<file path="src/kslb_pkg.sv">
// package for the keyboard scan line buffer: sizes, codes, types and key maps
package kslb_pkg;

  localparam int unsigned QUEUE_DEPTH = 32;
  localparam int unsigned CNT_W       = $clog2(QUEUE_DEPTH + 1);
  localparam int unsigned CHAR_W      = 7;
  localparam int unsigned LEN_W       = 6;
  localparam int unsigned LINE_W      = 8;

  localparam logic [LEN_W-1:0]  LINE_CAP  = LEN_W'(32);
  localparam logic [CHAR_W-1:0] CH_NUL    = 7'h00;
  localparam logic [CHAR_W-1:0] CH_LF     = 7'h0a;
  localparam logic [CHAR_W-1:0] CH_CR     = 7'h0d;
  localparam logic [LINE_W-1:0] LINE_MAX  = 8'd255;

  localparam logic [CHAR_W-1:0] LEFT_SHIFT_RST  = 7'd42;
  localparam logic [CHAR_W-1:0] RIGHT_SHIFT_RST = 7'd54;

  typedef enum logic [1:0] {
    KIND_SCAN = 2'd0,
    KIND_GETC = 2'd1,
    KIND_LINE = 2'd2,
    KIND_NONE = 2'd3
  } kslb_kind_e;

  typedef enum logic [1:0] {
    CFG_LEFT_SHIFT  = 2'd0,
    CFG_RIGHT_SHIFT = 2'd1
  } kslb_cfg_e;

  typedef enum logic {
    ST_IDLE = 1'b0,
    ST_LINE = 1'b1
  } kslb_state_e;

  // queue request from control
  typedef struct packed {
    logic              push;
    logic              pop;
    logic [CHAR_W-1:0] ch;
  } kslb_qcmd_t;

  // queue status back to control
  typedef struct packed {
    logic [CNT_W-1:0]  count;
    logic [CHAR_W-1:0] head;
  } kslb_qstat_t;

  function automatic logic [CHAR_W-1:0] plain_char(input logic [CHAR_W-1:0] code);
    logic [CHAR_W-1:0] r;
    unique case (code)
      7'd2:  r = 7'h31;
      7'd3:  r = 7'h32;
      7'd4:  r = 7'h33;
      7'd5:  r = 7'h34;
      7'd6:  r = 7'h35;
      7'd7:  r = 7'h36;
      7'd8:  r = 7'h37;
      7'd9:  r = 7'h38;
      7'd10: r = 7'h39;
      7'd11: r = 7'h30;
      7'd12: r = 7'h2d;
      7'd13: r = 7'h3d;
      7'd14: r = 7'd8;
      7'd16: r = 7'h71;
      7'd17: r = 7'h77;
      7'd18: r = 7'h65;
      7'd19: r = 7'h72;
      7'd20: r = 7'h74;
      7'd21: r = 7'h79;
      7'd22: r = 7'h75;
      7'd23: r = 7'h69;
      7'd24: r = 7'h6f;
      7'd25: r = 7'h70;
      7'd26: r = 7'h5b;
      7'd27: r = 7'h5d;
      7'd28: r = 7'd13;
      7'd29: r = 7'd14;
      7'd30: r = 7'h61;
      7'd31: r = 7'h73;
      7'd32: r = 7'h64;
      7'd33: r = 7'h66;
      7'd34: r = 7'h67;
      7'd35: r = 7'h68;
      7'd36: r = 7'h6a;
      7'd37: r = 7'h6b;
      7'd38: r = 7'h6c;
      7'd39: r = 7'h3b;
      7'd40: r = 7'h27;
      7'd41: r = 7'h60;
      7'd43: r = 7'h5c;
      7'd44: r = 7'h7a;
      7'd45: r = 7'h78;
      7'd46: r = 7'h63;
      7'd47: r = 7'h76;
      7'd48: r = 7'h62;
      7'd49: r = 7'h6e;
      7'd50: r = 7'h6d;
      7'd51: r = 7'h2c;
      7'd52: r = 7'h2e;
      7'd53: r = 7'h2f;
      7'd57: r = 7'h20;
      7'd71: r = 7'd2;
      7'd72: r = 7'd17;
      7'd73: r = 7'd3;
      7'd75: r = 7'd13;
      7'd77: r = 7'd14;
      7'd79: r = 7'd4;
      7'd80: r = 7'd12;
      7'd81: r = 7'd5;
      7'd82: r = 7'd1;
      7'd83: r = 7'd127;
      7'd90: r = 7'd6;
      default: r = CH_NUL;
    endcase
    return r;
  endfunction

  function automatic logic [CHAR_W-1:0] shifted_char(input logic [CHAR_W-1:0] code);
    logic [CHAR_W-1:0] p;
    logic [CHAR_W-1:0] r;
    p = plain_char(code);
    unique case (code)
      7'd2:  r = 7'h21;
      7'd3:  r = 7'h40;
      7'd4:  r = 7'h23;
      7'd5:  r = 7'h24;
      7'd6:  r = 7'h25;
      7'd7:  r = 7'h5e;
      7'd8:  r = 7'h26;
      7'd9:  r = 7'h2a;
      7'd10: r = 7'h28;
      7'd11: r = 7'h29;
      7'd12: r = 7'h5f;
      7'd13: r = 7'h2b;
      7'd26: r = 7'h7b;
      7'd27: r = 7'h7d;
      7'd39: r = 7'h3a;
      7'd40: r = 7'h22;
      7'd41: r = 7'h7e;
      7'd43: r = 7'h7c;
      7'd51: r = 7'h3c;
      7'd52: r = 7'h3e;
      7'd53: r = 7'h3f;
      default: begin
        // lower-case letters go to upper case
        if (p >= 7'h61 && p <= 7'h7a) begin
          r = p - 7'h20;
        end else begin
          r = p;
        end
      end
    endcase
    return r;
  endfunction

endpackage

</file>
<file path="src/keyboard_scan_line_buffer.sv">
// top level: scan code translation, control and result register of the line buffer
//
// channel   dir  handshake                    payload
// s_axis    in   s_axis_tvalid_i/tready_o     tdata scan_code, max_length; tuser kind, data_ready
// m_axis    out  m_axis_tvalid_o/tready_i     tdata char_out; tuser ok; tlast last
// cfg       in   cfg_valid_i/cfg_ready_o      cfg_index_i, cfg_data_i
//
// a get-character request or a character scan puts its result in the output register next cycle
// get-line gives n+1 results, one per cycle while m_axis is ready, as the chain shifts one cell
// reset clears control, counters and shift codes; the queue cells hold no reset value
// a request is taken only in idle with the output register free or being drained
module keyboard_scan_line_buffer
  import kslb_pkg::*;
(
  input  logic              clk_i,
  input  logic              rst_ni,
  input  logic              s_axis_tvalid_i,
  output logic              s_axis_tready_o,
  input  logic [15:0]       s_axis_tdata_i,  // scan_code[7:0], max_length[13:8], zero fill
  input  logic [2:0]        s_axis_tuser_i,  // kind[1:0], data_ready[2]
  output logic              m_axis_tvalid_o,
  input  logic              m_axis_tready_i,
  output logic [7:0]        m_axis_tdata_o,  // char_out[6:0], zero fill
  output logic [0:0]        m_axis_tuser_o,  // ok[0]
  output logic              m_axis_tlast_o,
  input  logic              cfg_valid_i,
  output logic              cfg_ready_o,
  input  logic [1:0]        cfg_index_i,
  input  logic [CHAR_W-1:0] cfg_data_i
);

  kslb_state_e       state_q, state_d;
  logic [CHAR_W-1:0] left_q, left_d;
  logic [CHAR_W-1:0] right_q, right_d;
  logic              shift_q, shift_d;
  logic [LINE_W-1:0] line_q, line_d;
  logic [LEN_W-1:0]  n_q, n_d;
  logic [LEN_W-1:0]  lim_q, lim_d;
  logic              out_valid_q, out_valid_d;
  logic [CHAR_W-1:0] out_char_q, out_char_d;
  logic              out_ok_q, out_ok_d;
  logic              out_last_q, out_last_d;

  kslb_qcmd_t        qcmd;
  kslb_qstat_t       qstat;

  logic              out_free;
  logic              in_accept;
  kslb_kind_e        kind;
  logic              data_ready;
  logic [7:0]        scan_code;
  logic [LEN_W-1:0]  max_length;
  logic [CHAR_W-1:0] key_char;
  logic              head_term;

  assign out_free        = !out_valid_q || m_axis_tready_i;
  assign s_axis_tready_o = (state_q == ST_IDLE) && out_free;
  assign in_accept       = s_axis_tvalid_i && s_axis_tready_o;
  assign kind            = kslb_kind_e'(s_axis_tuser_i[1:0]);
  assign data_ready      = s_axis_tuser_i[2];
  assign scan_code       = s_axis_tdata_i[7:0];
  assign max_length      = s_axis_tdata_i[13:8];
  assign key_char        = shift_q ? shifted_char(scan_code[6:0]) : plain_char(scan_code[6:0]);
  assign head_term       = (qstat.head == CH_CR) || (qstat.head == CH_LF) ||
                           (qstat.head == CH_NUL);

  assign cfg_ready_o = 1'b1;

  always_comb begin
    left_d  = left_q;
    right_d = right_q;
    if (cfg_valid_i) begin
      unique case (cfg_index_i)
        CFG_LEFT_SHIFT:  left_d  = cfg_data_i;
        CFG_RIGHT_SHIFT: right_d = cfg_data_i;
        default: ;
      endcase
    end
  end

  kslb_queue u_queue (
    .clk_i (clk_i),
    .rst_ni(rst_ni),
    .cmd_i (qcmd),
    .stat_o(qstat)
  );

  always_comb begin
    state_d     = state_q;
    shift_d     = shift_q;
    line_d      = line_q;
    n_d         = n_q;
    lim_d       = lim_q;
    out_valid_d = out_valid_q && !m_axis_tready_i;
    out_char_d  = out_char_q;
    out_ok_d    = out_ok_q;
    out_last_d  = out_last_q;
    qcmd.push   = 1'b0;
    qcmd.pop    = 1'b0;
    qcmd.ch     = key_char;

    unique case (state_q)
      ST_IDLE: begin
        if (in_accept) begin
          unique case (kind)
            KIND_SCAN: begin
              if (data_ready && !scan_code[7]) begin
                if (scan_code[6:0] == left_q || scan_code[6:0] == right_q) begin
                  shift_d = 1'b1;
                end else begin
                  shift_d     = 1'b0;
                  out_valid_d = 1'b1;
                  out_char_d  = key_char;
                  out_ok_d    = 1'b1;
                  out_last_d  = 1'b1;
                  qcmd.push   = 1'b1;
                  if (key_char == CH_CR && line_q != LINE_MAX) begin
                    line_d = line_q + LINE_W'(1);
                  end
                end
              end
            end
            KIND_GETC: begin
              out_valid_d = 1'b1;
              out_last_d  = 1'b1;
              if (qstat.count == '0) begin
                out_char_d = CH_NUL;
                out_ok_d   = 1'b0;
              end else begin
                out_char_d = qstat.head;
                out_ok_d   = 1'b1;
                qcmd.pop   = 1'b1;
              end
            end
            KIND_LINE: begin
              if (line_q == '0) begin
                out_valid_d = 1'b1;
                out_char_d  = CH_NUL;
                out_ok_d    = 1'b0;
                out_last_d  = 1'b1;
              end else begin
                state_d = ST_LINE;
                n_d     = '0;
                lim_d   = (max_length > LINE_CAP) ? LINE_CAP : max_length;
              end
            end
            default: ;
          endcase
        end
      end
      ST_LINE: begin
        if (out_free) begin
          out_valid_d = 1'b1;
          out_ok_d    = 1'b1;
          if (qstat.count != '0 && n_q < lim_q && !head_term) begin
            out_char_d = qstat.head;
            out_last_d = 1'b0;
            qcmd.pop   = 1'b1;
            n_d        = n_q + LEN_W'(1);
          end else begin
            // terminator, and the stopping character leaves with it
            out_char_d = CH_NUL;
            out_last_d = 1'b1;
            qcmd.pop   = (qstat.count != '0);
            line_d     = line_q - LINE_W'(1);
            state_d    = ST_IDLE;
          end
        end
      end
      default: state_d = ST_IDLE;
    endcase
  end

  always_ff @(posedge clk_i or negedge rst_ni) begin
    if (!rst_ni) begin
      state_q     <= ST_IDLE;
      left_q      <= LEFT_SHIFT_RST;
      right_q     <= RIGHT_SHIFT_RST;
      shift_q     <= 1'b0;
      line_q      <= '0;
      n_q         <= '0;
      lim_q       <= '0;
      out_valid_q <= 1'b0;
    end else begin
      state_q     <= state_d;
      left_q      <= left_d;
      right_q     <= right_d;
      shift_q     <= shift_d;
      line_q      <= line_d;
      n_q         <= n_d;
      lim_q       <= lim_d;
      out_valid_q <= out_valid_d;
    end
  end

  always_ff @(posedge clk_i) begin
    out_char_q <= out_char_d;
    out_ok_q   <= out_ok_d;
    out_last_q <= out_last_d;
  end

  assign m_axis_tvalid_o = out_valid_q;
  assign m_axis_tdata_o  = {1'b0, out_char_q};
  assign m_axis_tuser_o  = out_ok_q;
  assign m_axis_tlast_o  = out_last_q;

  a_pop_nonempty: assert property (@(posedge clk_i) disable iff (!rst_ni)
    qcmd.pop |-> (qstat.count != '0))
    else $error("queue popped while empty");

  a_count_bound: assert property (@(posedge clk_i) disable iff (!rst_ni)
    qstat.count <= CNT_W'(QUEUE_DEPTH))
    else $error("queue count beyond depth");

  a_line_blocks_input: assert property (@(posedge clk_i) disable iff (!rst_ni)
    (state_q == ST_LINE) |-> !s_axis_tready_o)
    else $error("request taken during get-line");

  a_line_ends_last: assert property (@(posedge clk_i) disable iff (!rst_ni)
    (state_q == ST_LINE && state_d == ST_IDLE) |=> (m_axis_tvalid_o && m_axis_tlast_o))
    else $error("get-line ended without a last result");

endmodule

</file>
<file path="src/kslb_cell.sv">
// one character cell of the queue chain
module kslb_cell
  import kslb_pkg::*;
(
  input  logic              clk_i,
  input  logic              load_i,
  input  logic              shift_i,
  input  logic [CHAR_W-1:0] nbr_i,
  input  logic [CHAR_W-1:0] new_i,
  output logic [CHAR_W-1:0] char_o
);

  logic [CHAR_W-1:0] char_q;
  logic [CHAR_W-1:0] char_d;

  always_comb begin
    char_d = char_q;
    if (load_i) begin
      char_d = new_i;
    end else if (shift_i) begin
      char_d = nbr_i;
    end
  end

  always_ff @(posedge clk_i) begin
    char_q <= char_d;
  end

  assign char_o = char_q;

endmodule

</file>
<file path="src/kslb_queue.sv">
// character queue as a chain of cells, oldest character in cell zero
module kslb_queue
  import kslb_pkg::*;
(
  input  logic        clk_i,
  input  logic        rst_ni,
  input  kslb_qcmd_t  cmd_i,
  output kslb_qstat_t stat_o
);

  logic [CNT_W-1:0]  count_q;
  logic [CNT_W-1:0]  count_d;
  logic              full;
  logic              shift_all;
  logic [CHAR_W-1:0] cell_char [QUEUE_DEPTH];

  assign full      = (count_q == CNT_W'(QUEUE_DEPTH));
  // a push into a full queue drops the oldest by shifting everything down
  assign shift_all = cmd_i.pop || (cmd_i.push && full);

  for (genvar i = 0; i < QUEUE_DEPTH; i++) begin : g_cell
    logic              load;
    logic [CHAR_W-1:0] nbr;

    if (i == QUEUE_DEPTH - 1) begin : g_tail
      assign load = cmd_i.push && (full || count_q == CNT_W'(i));
      assign nbr  = CH_NUL;
    end else begin : g_body
      assign load = cmd_i.push && !full && (count_q == CNT_W'(i));
      assign nbr  = cell_char[i+1];
    end

    kslb_cell u_cell (
      .clk_i  (clk_i),
      .load_i (load),
      .shift_i(shift_all),
      .nbr_i  (nbr),
      .new_i  (cmd_i.ch),
      .char_o (cell_char[i])
    );
  end

  always_comb begin
    count_d = count_q;
    if (cmd_i.push && !full) begin
      count_d = count_q + CNT_W'(1);
    end else if (cmd_i.pop) begin
      count_d = count_q - CNT_W'(1);
    end
  end

  always_ff @(posedge clk_i or negedge rst_ni) begin
    if (!rst_ni) begin
      count_q <= '0;
    end else begin
      count_q <= count_d;
    end
  end

  assign stat_o.count = count_q;
  assign stat_o.head  = cell_char[0];

endmodule

</file>
<file path="config.mk">
export PLATFORM = sky130hd
export DESIGN_NAME = keyboard_scan_line_buffer
export DESIGN_NICKNAME = d
export VERILOG_FILES = /design/src/kslb_pkg.sv /design/src/keyboard_scan_line_buffer.sv /design/src/kslb_cell.sv /design/src/kslb_queue.sv
export SDC_FILE = /design/constraint.sdc
export NUM_CORES = 1
export LEC_CHECK = 0
export BUFFER_PORTS_ARGS = -buffer_cell sky130_fd_sc_hd__buf_4
export CAP_MARGIN = 0
export CORE_MARGIN = 4
export CORE_UTILIZATION = 40
export DETAILED_ROUTE_END_ITERATION = 6
export PLACE_DENSITY_LB_ADDON = 0.15
export SETUP_SLACK_MARGIN = 0.3
export SYNTH_ARGS = -nofsm -noshare
export SYNTH_HDL_FRONTEND = slang
export SYNTH_SLANG_ARGS = --single-unit
</file>
<file path="constraint.sdc">
create_clock -name clk_i -period 4.95 [get_ports clk_i]
set_input_delay 0.495 -clock clk_i [delete_from_list [all_inputs] [get_ports clk_i]]
set_output_delay 0.495 -clock clk_i [all_outputs]
set_load 0.01 [all_outputs]
</file>
Word-level counts from Yosys, hierarchy flattened

Memories as Yosys holds them, arrays and structs flattened.
Cells that the tools add are included.
Widths: inputs -> output; s select.

Register bits after elaboration: 276
Output and inout bits: 13
Memories kept: 2
Bits in read-only memories: 1792
Bits of input ports: 33

Reduce and logical (&&, ||, !) cells: 99
$add $sub $neg: 6
Eq/ne operators: 76
Mux-type cells: 130
$lt $le $gt $ge: 4
Bitwise gates (word level): 2

Memories:

| name            | words | width | read ports | clocked after memory_dff | wr ports | line           | text |
|---|---|---|---|---|---|---|---|
| (no name shown) | 128   | 7     | 1          | 0                        | 0        | kslb_pkg.sv:51 | `unique case (code)` |
| (no name shown) | 128   | 7     | 1          | 0                        | 0        | kslb_pkg.sv:51 |  |

Operators by type and width:

| cell                | number |
|---|---|
| $mux 7              | 73 |
| $pmux 7 s21         | 1 |
| $eq 6x5->1 const B  | 16 |
| $reduce_bool 2->1   | 33 |
| $eq 7x4->1 const B  | 9 |
| $mux 8              | 7 |
| $eq 7x6->1 const B  | 7 |
| $eq 6x4->1 const B  | 8 |
| $mux 6              | 8 |
| $logic_and 1x1->1   | 42 |
| $eq 7x3->1 const B  | 4 |
| $mux 1              | 28 |
| $eq 6x3->1 const B  | 4 |
| $pmux 7 s3          | 1 |
| $pmux 8 s2          | 1 |
| $eq 7x2->1 const B  | 2 |
| $eq 7x5->1 const B  | 2 |
| $eq 7x7->1          | 2 |
| $pmux 7 s2          | 1 |
| $add 6x1->6 const B | 2 |
| $eq 6x2->1 const B  | 2 |
| $ne 2x1->1 const B  | 6 |
| $pmux 6 s2          | 1 |
| $pmux 1 s2          | 5 |
| other kinds (31)    | 52 |

Logic depth before layout (Yosys ltp)

Gate-level depths: netlist of the first run.
An unclocked memory read counts as a cell.

Depth in word-level cells: 14
Depth in mapped cells: 16
Depth with buffers taken out: 14

Modules after synthesis

A second synthesis of the first run with hierarchy kept.

Cells, all modules: 1138
Area total of the unflattened synthesis: 15862.7 um2

By module, submodules not included:

| module                    | times used | cells an instance | area an instance (um2) | seq. area each (um2) |
|---|---|---|---|---|
| kslb_cell                 | 32         | 16                | 332.8                  | 210.2 |
| keyboard_scan_line_buffer | 1          | 516               | 4456.8                 | 1204.9 |
| kslb_queue                | 1          | 110               | 755.7                  | 150.1 |

Worst setup path before layout of the first run

No wires, ideal clock.

Path kind: input-to-reg
From: in s_axis_tdata_i[1]
To: reg line_q[2]
Arrival time: 4.077 ns
Path buffers: 2
Cell stages on the path: 14
Path slack: 0.748 ns
Data required time: 4.825 ns
Cells stage by stage: clkbuf_1 > inv_1 > ha_1 > clkbuf_1 > a211oi_1 > a311oi_1 > a311o_1 > o31ai_2 > mux2_4 > or4b_1 > nor3_2 > nand4_2 > a21oi_4 > mux2_4

Word-level cells in the longest chain between the ends: 10

Ends and longest elaborated chain:

| what                                            | line                             | text |
|---|---|---|
| start, declared                                 | keyboard_scan_line_buffer.sv:19  | `input logic [15:0] s_axis_tdata_i,` |
| $mem_v2 128x7                                   | n/a                              |  |
| $ge 7x7->1 / $le 7x7->1 (equally long branches) | kslb_pkg.sv:147                  | `if (p >= 7'h61 && p <= 7'h7a) begin` |
| $logic_and 1x1->1                               | kslb_pkg.sv:147                  |  |
| $mux 7                                          | kslb_pkg.sv:147                  |  |
| $pmux 7 s21                                     | kslb_pkg.sv:123                  | `unique case (code)` |
| $mux 7                                          | keyboard_scan_line_buffer.sv:63  | `assign key_char = shift_q ? shifted_char(scan_code[6:0]) : plain_char(scan_code[6:0]);` |
| $eq 7x4->1                                      | keyboard_scan_line_buffer.sv:117 | `if (key_char == CH_CR && line_q != LINE_MAX) begin` |
| $logic_and 1x1->1                               | keyboard_scan_line_buffer.sv:117 |  |
| $ne 2x1->1 (no source line)                     | n/a                              |  |
| $reduce_and 7->1 (no source line) (*)           | n/a                              |  |
| end signal, assigned                            | keyboard_scan_line_buffer.sv:189 | `line_q <= line_d;` |
| end, declared                                   | keyboard_scan_line_buffer.sv:36  | `logic [LINE_W-1:0] line_q, line_d;` |

Every way passes the cells marked *; elsewhere a longest branch is shown, timed or not.
A chain may end at the register's enable or synchronous reset.

Final worst setup path of the first run

From: in s_axis_tdata_i[0]
To: reg line_q[2]

The elaborated chain is that of the path after synthesis.

==> out/metrics.cfg, run 1 <==
[cells_and_area]
n_fill_cell=3216
final_area_um2=15800
layout-drive-gt1-share=0.148
seq_area_um2=8080
nNetsFinal=1379
multi_input_area_um2=5600
antenna_cells=0
syn_to_final_growth_pct=11.4

[synthesis]
post-synth-top-area-cell=edfxtp_1
async_flop_share=0.156
synth_edf_count=233
synth_area_leaders=edfxtp_1 49%, dfrtp_1 6.4%, o21ai_0 5.8%
ys_ff_latch=276
ys_warn_count=0
synth_top_area_frac=0.494
synth_area_per_cell_um2=10.9
yosysSeqAreaShare=0.570
synth_ff_type=edfxtp_1
syn-num-nets=1367
synthesis.instances=1296
ys_types=87
synth_area_um2=14200

[global_route]
grt_use_met1=0.221
grt_antenna_before_repair=0
met2_usage=0.271
grt.met3_usage=0.0273
busiest_layer=met2
grt_pass1_wl_um=51100
grt_pass1_vias=9389
grt_max_degree=51
gr-total-overflow=0
grtUsageTotal=0.161

[min_path]
hold_end=lim_q[2]$_DFFE_PN0P_
min_path_type=primary input to flop
hold_path_depth=3
hp-start=s_axis_tdata_i[10]

[pwr]
p_seq_frac=0.485
power.density_nw_per_um2=490
comb_power_share=0.244
finalPower_uw=7730
p_switching_uw=2330
power_frac_clock=0.270
total_leakage_power_uw=0.00608
power.share.switching=0.301
vdd_ir_drop_max_mv=0.295
power.internal_uw=5400

[floorplanning]
die_h_um=196
die_w_um=196
start_util=0.408
pin_count=46
rows=68
die_area_um2=38500
core_area_um2=34700

[sta]
worstMarginPinSlew_ps=1060
setup_tns_ps=0
fin_crit_ps=3930
hold_viol=0
setup_viol=0
finalMaxSlewViolations=0
rsz0062_at_grt=no
timing.fmax_ghz=0.254
maxSlewHeadroom=0.290
fin_worst_skew_ps=21.2
fin_crit_sh=0.795

[route]
vias=9647
drcViolationCount=0
dr.pass1.iters=5
antenna_left=0
wl_um=31600
wl_per_cell_um=17.7
viasPerCell=5.41
drtIter0Drc=782

[setup_path]
crit_top_cell=mux2_4
cp_slowest_cell=or4b_1
rr_worst_depth=7
crit_buf_inv=2
slowest_delay_ps=520
required_ps=5380
critPathMaxFanout=13
reg2reg_slack_ps=1300
crit_chain=buf_4 > inv_1 > ha_1 > o21bai_1 > a311oi_1 > a311o_1 > o31ai_2 > mux2_4 > or4b_1 > nor3_2 > nand4_2 > a21oi_4 > mux2_4
r2r-end=line_q[2]$_DFFE_PN0P_
cp_top_family=compound AO/OA/AOI/OAI gates
rr_startpoint=state_q$_DFF_PN0_
path_class=primary input to flop
crit_path_end_kind=flop
critPathArrivalTime_ps=4370
critPathLaunchType=primary input

[clocking]
h-tree-depth=1
cts_tree=done
root_buffer=clkbuf_16
worstSkewPairLatency_ps=560
postCtsSetupBuffers=0
cts-buffers-inserted=30
ctsResizeCount=0
cts_hold_buf=1
cts.clk_slew.worst_paths_ps=60
clock_path_buffers=3
clock_sinks=276

[place]
dpl.hpwl_um=20500
placed_cell_area_um2=14900
gp_congestion=0.877
port_buffers=41

[run]
drv_cap=0

[status]
status=finished, final reports clean

## area by class of cell
class	count	area share
flip-flops and latches	276	0.512
multi-input cells	903	0.355
inverters	30	0.00713
repair buffers	67	0.0328
well taps	455	0.0360
clock inverters	15	0.00824
clock buffers	37	0.0492
## how the worst max path moves through the flow
stage	depth (start not counted)	endpoint	startpoint
2_1_floorplan	14	line_q[2]$_DFFE_PN0P_	s_axis_tdata_i[1]
3_3_place_gp	13	line_q[2]$_DFFE_PN0P_	s_axis_tdata_i[0]
3_5_place_dp	13	line_q[3]$_DFFE_PN0P_	s_axis_tdata_i[0]
4_1_cts	13	line_q[2]$_DFFE_PN0P_	s_axis_tdata_i[0]
5_1_grt	13	line_q[2]$_DFFE_PN0P_	s_axis_tdata_i[0]
6_report	13	line_q[2]$_DFFE_PN0P_	s_axis_tdata_i[0]
## worst reg2reg max path: stages, from the launching register on
cell	delay, ps
dfrtp_1	830
clkinv_1	570
or3_1	490
a21oi_1	370
a21boi_1	540
or3_1	310
a21oi_4	110
mux2_4	330
## kinds of logic after synthesis
logic type | synth area share
xor gates and xnor gates | 0.0192
buffers and inverters | 0.0366
other | 0.000530
and+or+nand+nor | 0.145
adders and majority gates | 0.0341
DFF | 0.570
AOI/OAI and AO/OA | 0.135
muxes | 0.0602
## per-layer routing
metal  routed length, um  part of all wire
met3                1420             0.045
met4                 686             0.022
met5                   0                 0
met1               14400              0.46
met2               15100              0.48
## power groups by stage
stage | clock network, uW | logic (uW) | registers, uW
global route | 2240 | 2140 | 3820
CTS | 2140 | 1910 | 3750
finish | 2090 | 1890 | 3750
global placement | 0 | 1860 | 3790
detailed placement | 0 | 1900 | 3790
floorplan | 0 | 1390 | 3680
## cells in the final DEF (no fill, tap or decap), drive strengths merged, types with 5 or more instances in the layout
cell type / count
clkbuf: 37
edfxtp: 233
and2: 9
o31ai: 7
xnor2: 15
mux2: 62
o211ai: 6
nand3b: 8
nand4: 9
nand2b: 19
nand3: 21
buf: 66
nor3b: 7
or3: 5
nor3: 15
nor4: 7
a21oi: 63
clkinv: 13
o21bai: 5
nor2: 84
and3: 6
mux2i: 11
dfstp: 7
dfrtp: 36
nor2b: 19
inv: 30
xor2: 16
o21ai: 174
nand2: 214
ha: 37
## per-stage QoR
stage	setup slack, ps	util	hold WS, ps	std cells
floorplan	748	-	199	1296
global route	843	0.455	171	1783
detailed placement	526	0.429	472	1730
CTS	1110	0.455	159	1783
finish	1020	0.455	183	1783
global placement	593	0.429	461	1730
## cells in the mapped netlist (4+ instances only)
master       n
clkbuf_1    67
and3_1       6
buf_2        7
dfstp_2      7
xor2_1      16
ha_1        37
nand4_1      8
a21oi_1     62
a41oi_1      4
mux2i_1     11
a22oi_1      4
nor4_1       7
a2bb2oi_1    4
nand3b_1     8
or3_1        4
and2_1       9
nor2_1      84
buf_6        6
nand3_1     21
o21ai_0    165
inv_1       27
nand2_1    214
xnor2_1     15
nor3_1      14
a21o_1       4
nor3b_1      7
o21ai_1      8
dfrtp_1     36
a31oi_1      4
a32oi_1      4
o31ai_1      5
nor2b_1     19
mux2_2      56
o211ai_1     6
o21bai_1     4
mux2_4       6
nand2b_1    18
edfxtp_1   233
buf_4        7
## flip-flops by register name, indices dropped and copies added, names as in the netlist
register and count:
n_q 6, m_axis_tlast_o 1, shift_q 1, state_q 1
m_axis_tuser_o 1, out_char_q 7, u_queue.g_cell.u_cell.char_o 224, right_q 7
line_q 8, u_queue.count_q 6, lim_q 6, m_axis_tvalid_o 1
left_q 7
No activity file was read; power rests on OpenSTA's default activity.
==> run 2, diff against run 1 <==
- clock period: 4.95 -> 3.55 ns (I/O delays scaled with it)
==> out/metrics.cfg, run 2 (synthesis results as in run 1) <==
[route]
viasPerCell=5.32
vias=9997
wl_per_cell_um=17.1
drtIter0Drc=470
drcViolationCount=0
antenna_left=0
dr.pass1.iters=5
wl_um=32100

[cells_and_area]
n_fill_cell=3174
layout_common_cells=233 x edfxtp_1, 214 x nand2_1, 161 x o21ai_0
syn_to_final_growth_pct=18.6
final_util=0.484
layout_commonest_cell=edfxtp_1
nNetsFinal=1473
layout-drive-gt1-share=0.221
antenna_cells=0
multi_input_area_um2=5770
largest_register_ffs=224
seq_area_um2=8080

[clocking]
cts-buffers-inserted=29
worstSkewPairLatency_ps=560
h-tree-depth=1
clock_sinks=276
root_buffer=clkbuf_16
cts.clk_slew.worst_paths_ps=60
cts_tree=done
clock_path_buffers=3

[sta]
setup_tns_ps=0
rsz0062_at_grt=no
fin_crit_ps=3190
hold_viol=0
timing.fmax_ghz=0.314
maxSlewHeadroom=0.300
worstMarginPinSlew_ps=1050
fin_crit_sh=0.898
setup_viol=0
setup_slack_ps=360
fin_worst_skew_ps=19.4
finalMaxSlewViolations=0

[pwr]
power.density_nw_per_um2=650
finalPower_uw=10900
vdd_ir_drop_max_mv=0.407
total_leakage_power_uw=0.00661

[floorplanning]
start_util=0.408
die_h_um=196
core_area_um2=34700
pin_count=46
die_w_um=196
die_area_um2=38500
rows=68

[run]
drv_cap=0

[setup_path]
slowest_delay_ps=430
crit_chain=buf_4 > buf_12 > inv_8 > ha_2 > buf_4 > or2_2 > o221ai_1 > a21boi_1 > o22ai_2 > buf_4 > nand2_1 > a311o_1 > a221oi_4 > nand4_4 > a21oi_4 > mux2_4
path_class=primary input to flop
required_ps=3980
cp_slowest_cell=a311o_1
crit_path_end_kind=flop
critPathArrivalTime_ps=3620
critPathLaunchType=primary input
crit_top_cell=buf_4
critPathMaxFanout=7

[global_route]
gr-total-overflow=0
grt_antenna_before_repair=0
grt_pass1_wl_um=52800
grtUsageTotal=0.165
grt_max_degree=44
grt_pass1_vias=10000

[place]
port_buffers=41
dpl_worst_slack_ps=-328
dpl.hpwl_um=21900
gp_congestion=0.881

[min_path]
min_path_type=primary input to flop

[status]
status=finished, final reports clean

[run 2: cell types whose count changed in the layout (fill, tap and decap cells not counted), sizes merged]
cell,delta
clkbuf,+2
buf,+95
[run 2: path summary, 6_finish.rpt]
check | startpoint | slack [ps] | endpoint | cells past startpoint
min in group asynchronous | rst_ni | 350 | left_q[0]$_DFFE_PN0P_ | 2
setup / recovery | s_axis_tdata_i[0] | 360 | line_q[6]$_DFFE_PN0P_ | 16
max in group asynchronous | rst_ni | 2800 | lim_q[3]$_DFFE_PN0P_ | 2
hold / removal | s_axis_tdata_i[12] | 50 | lim_q[4]$_DFFE_PN0P_ | 3
hold reg to reg | lim_q[0]$_DFFE_PN0P_ | 480 | lim_q[0]$_DFFE_PN0P_ | 2
setup reg to reg | right_q[2]$_DFFE_PN1P_ | 570 | u_queue.g_cell[25].u_cell.char_o[4]$_DFFE_PP_ | 9
[run 2: cell type report]
type	count	area share
clock buffers	39	0.0466
inverters	30	0.00729
flip-flops and latches	276	0.481
clock inverters	15	0.00804
well taps	455	0.0339
multi-input cells	903	0.343
repair buffers	162	0.0803
[run 2: repair_timing]
item                                    4_1_cts  5_1_grt
cloned                                        0        0
resized for setup                             1       31
buffers inserted                              0        4
hold buffers                                  1        0
endpoints found under the hold margin        36        0
endpoints found under the setup margin        6       79
pin swaps                                     0       13
[run 2: per-layer routing]
layer  global-route usage  vias to the layer above  share of wire
met4               0.0357                        0          0.018
met5                    0                        -              0
met2                0.279                      179           0.48
met3               0.0234                       46          0.039
met1                0.226                     4846           0.46
li1                     -                     4926              -
[run 2: power breakdown]
part,leakage [uW],internal (uW),switching (uW),total (uW)
clock network,0.000450,1690,1220,2910
logic,0.00340,1190,1600,2790
registers,0.00276,4790,431,5220
[run 2: critical path, delay by kind of cell]
family / cells / cell delay [ps]
compound gates: 6 / 1620
buf+inv: 5 / 600
mux: 1 / 330
simple gates: 3 / 470
fa+ha+maj: 1 / 210
[run 2: through the flow]
step	cells	instance area, um2	hold slack (ps)
finish	1880	16800	49.6
global route	1880	16800	39.7
CTS	1876	16600	32.7
detailed placement	1821	15700	393
floorplan	1296	14300	59.4
global placement	1821	15700	392
==> run 3, diff against run 2 <==
- CELL_PAD_IN_SITES_DETAIL_PLACEMENT: not set -> 1
- CELL_PAD_IN_SITES_GLOBAL_PLACEMENT: not set -> 1
- GPL_TIMING_DRIVEN: not set -> 1
==> out/metrics.cfg, run 3 (synthesis results as in run 1) <==
[status]
status=finished, final reports clean

[clocking]
cts-buffers-inserted=31
cts.clk_slew.worst_paths_ps=60
worstSkewPairLatency_ps=580
clock_sinks=276
h-tree-depth=1
clock_path_buffers=3
cts_tree=done
root_buffer=clkbuf_16

[route]
drcViolationCount=0
wl_um=34700
viasPerCell=5.35
vias=10100
wl_per_cell_um=18.5
antenna_left=0
dr.pass1.iters=5
drtIter0Drc=547

[sta]
fin_crit_sh=0.889
fin_crit_ps=3160
hold_viol=0
rsz0062_at_grt=yes
maxSlewHeadroom=0.259
timing.fmax_ghz=0.317
finalMaxSlewViolations=0
worstMarginPinSlew_ps=1110
setup_viol=0
fin_worst_skew_ps=21.0

[place]
gp_congestion=0.832
dpl.hpwl_um=23900
dp.cells=1821
port_buffers=41

[pwr]
p_seq_frac=0.467
comb_power_share=0.258
finalPower_uw=11200
power_frac_clock=0.275
power.density_nw_per_um2=665
power.internal_uw=7720
total_leakage_power_uw=0.00659
p_switching_uw=3430
vdd_ir_drop_max_mv=0.540
power.share.switching=0.307

[cells_and_area]
multi_input_area_um2=5750
layout_commonest_cell=edfxtp_1
layout-drive-gt1-share=0.223
largest_register_ffs=224
antenna_cells=0
seq_area_um2=8080
syn_to_final_growth_pct=18.3
layout_common_cells=233 x edfxtp_1, 214 x nand2_1, 164 x o21ai_0
nNetsFinal=1475
fin_cells=1881
n_fill_cell=3745

[floorplanning]
pin_count=46
start_util=0.408
die_h_um=196
rows=68
die_area_um2=38500
core_area_um2=34700
die_w_um=196

[global_route]
grt_pass1_wl_um=56100
gr-total-overflow=0
grtUsageTotal=0.178
grt_max_degree=44
grt_pass1_vias=10500
grt_antenna_before_repair=0

[setup_path]
critPathLaunchType=primary input
critPathArrivalTime_ps=3610
rr_startpoint=u_queue.count_q[0]$_DFFE_PN0P_
reg2reg_slack_ps=490
critPathMaxFanout=6
required_ps=4000
path_class=primary input to flop
r2r-end=n_q[4]$_DFFE_PN0P_
rr_worst_depth=13
crit_path_end_kind=flop

[min_path]
min_path_type=primary input to flop
hold_end=lim_q[0]$_DFFE_PN0P_
hp-start=s_axis_tdata_i[8]
hold_path_depth=3

[run]
drv_cap=0

## run 3: cell types whose count changed in the layout (fill, tap and decap cells not counted), sizes merged
| cell | before | now |
|---|---|---|
| clkinv | 13 | 14 |
| inv | 30 | 32 |
| dlygate4sd3 | 1 | 3 |
| clkbuf | 39 | 34 |
| clkinvlp | 0 | 3 |
| buf | 161 | 159 |
## run 3: power by group through the flow
stage	clock network, uW	registers (uW)	logic [uW]
after floorplan	0	5130	1960
after global placement	0	5240	2740
after detailed placement	0	5280	2860
after CTS	3160	5220	2890
after global routing	3290	5310	3230
final	3070	5210	2870
## run 3: routing by layer
layer  share of wire  vias up  GRT usage
li1                -     4917          -
met1            0.46     4969      0.242
met2            0.49      132      0.306
met3           0.032       38     0.0252
met4           0.016        0     0.0341
met5               0        -          0
## run 3: cell type report
class,instances,area share
Clock buffer,34,0.0469
Clock inverter,21,0.0107
Inverter,30,0.00731
Multi-Input combinational cell,903,0.343
Sequential cell,276,0.482
Tap cell,455,0.0340
Timing Repair Buffer,162,0.0762
## run 3: worst max-delay path by stage
stage / from / endpoint / cells past startpoint / slack (ps)
after floorplan: s_axis_tdata_i[0] / line_q[2]$_DFFE_PN0P_ / 14 / -140
after global placement: s_axis_tdata_i[0] / line_q[2]$_DFFE_PN0P_ / 14 / -320
after detailed placement: s_axis_tdata_i[0] / line_q[3]$_DFFE_PN0P_ / 15 / -350
after CTS: s_axis_tdata_i[0] / line_q[3]$_DFFE_PN0P_ / 12 / 320
after global routing: s_axis_tdata_i[1] / line_q[1]$_DFFE_PN0P_ / 17 / 260
final: s_axis_tdata_i[0] / line_q[3]$_DFFE_PN0P_ / 13 / 390
## run 3: timing repair
item,4_1_cts,5_1_grt
resized for setup,1,21
pin swaps,0,9
endpoints found under the hold margin,39,0
buffers inserted,0,2
endpoints found under the setup margin,6,77
hold buffers,3,0
## run 3: worst max-delay path, cell delays in order
cell and delay (ps):
buf_4 150, ha_2 280, inv_1 70, buf_4 160, a2111oi_1 380, o32a_1 280, a32oi_2 140, and4_1 250
a311o_2 420, a221oi_4 290, nand4_2 170, a21oi_4 320, mux2_4 330
## run 3: per-stage QoR
step                      hold slack [ps]  area [um2]  setup slack, ps  setup TNS [ps]   util
after floorplan                      59.4       14300             -138            -691      -
after global placement                390       15700             -318           -3650  0.451
after detailed placement              397       15700             -350           -7990  0.451
after CTS                           0.405       16700              315               0  0.480
after global routing                 11.0       16800              256               0  0.483
final                                23.1       16800              393               0  0.483
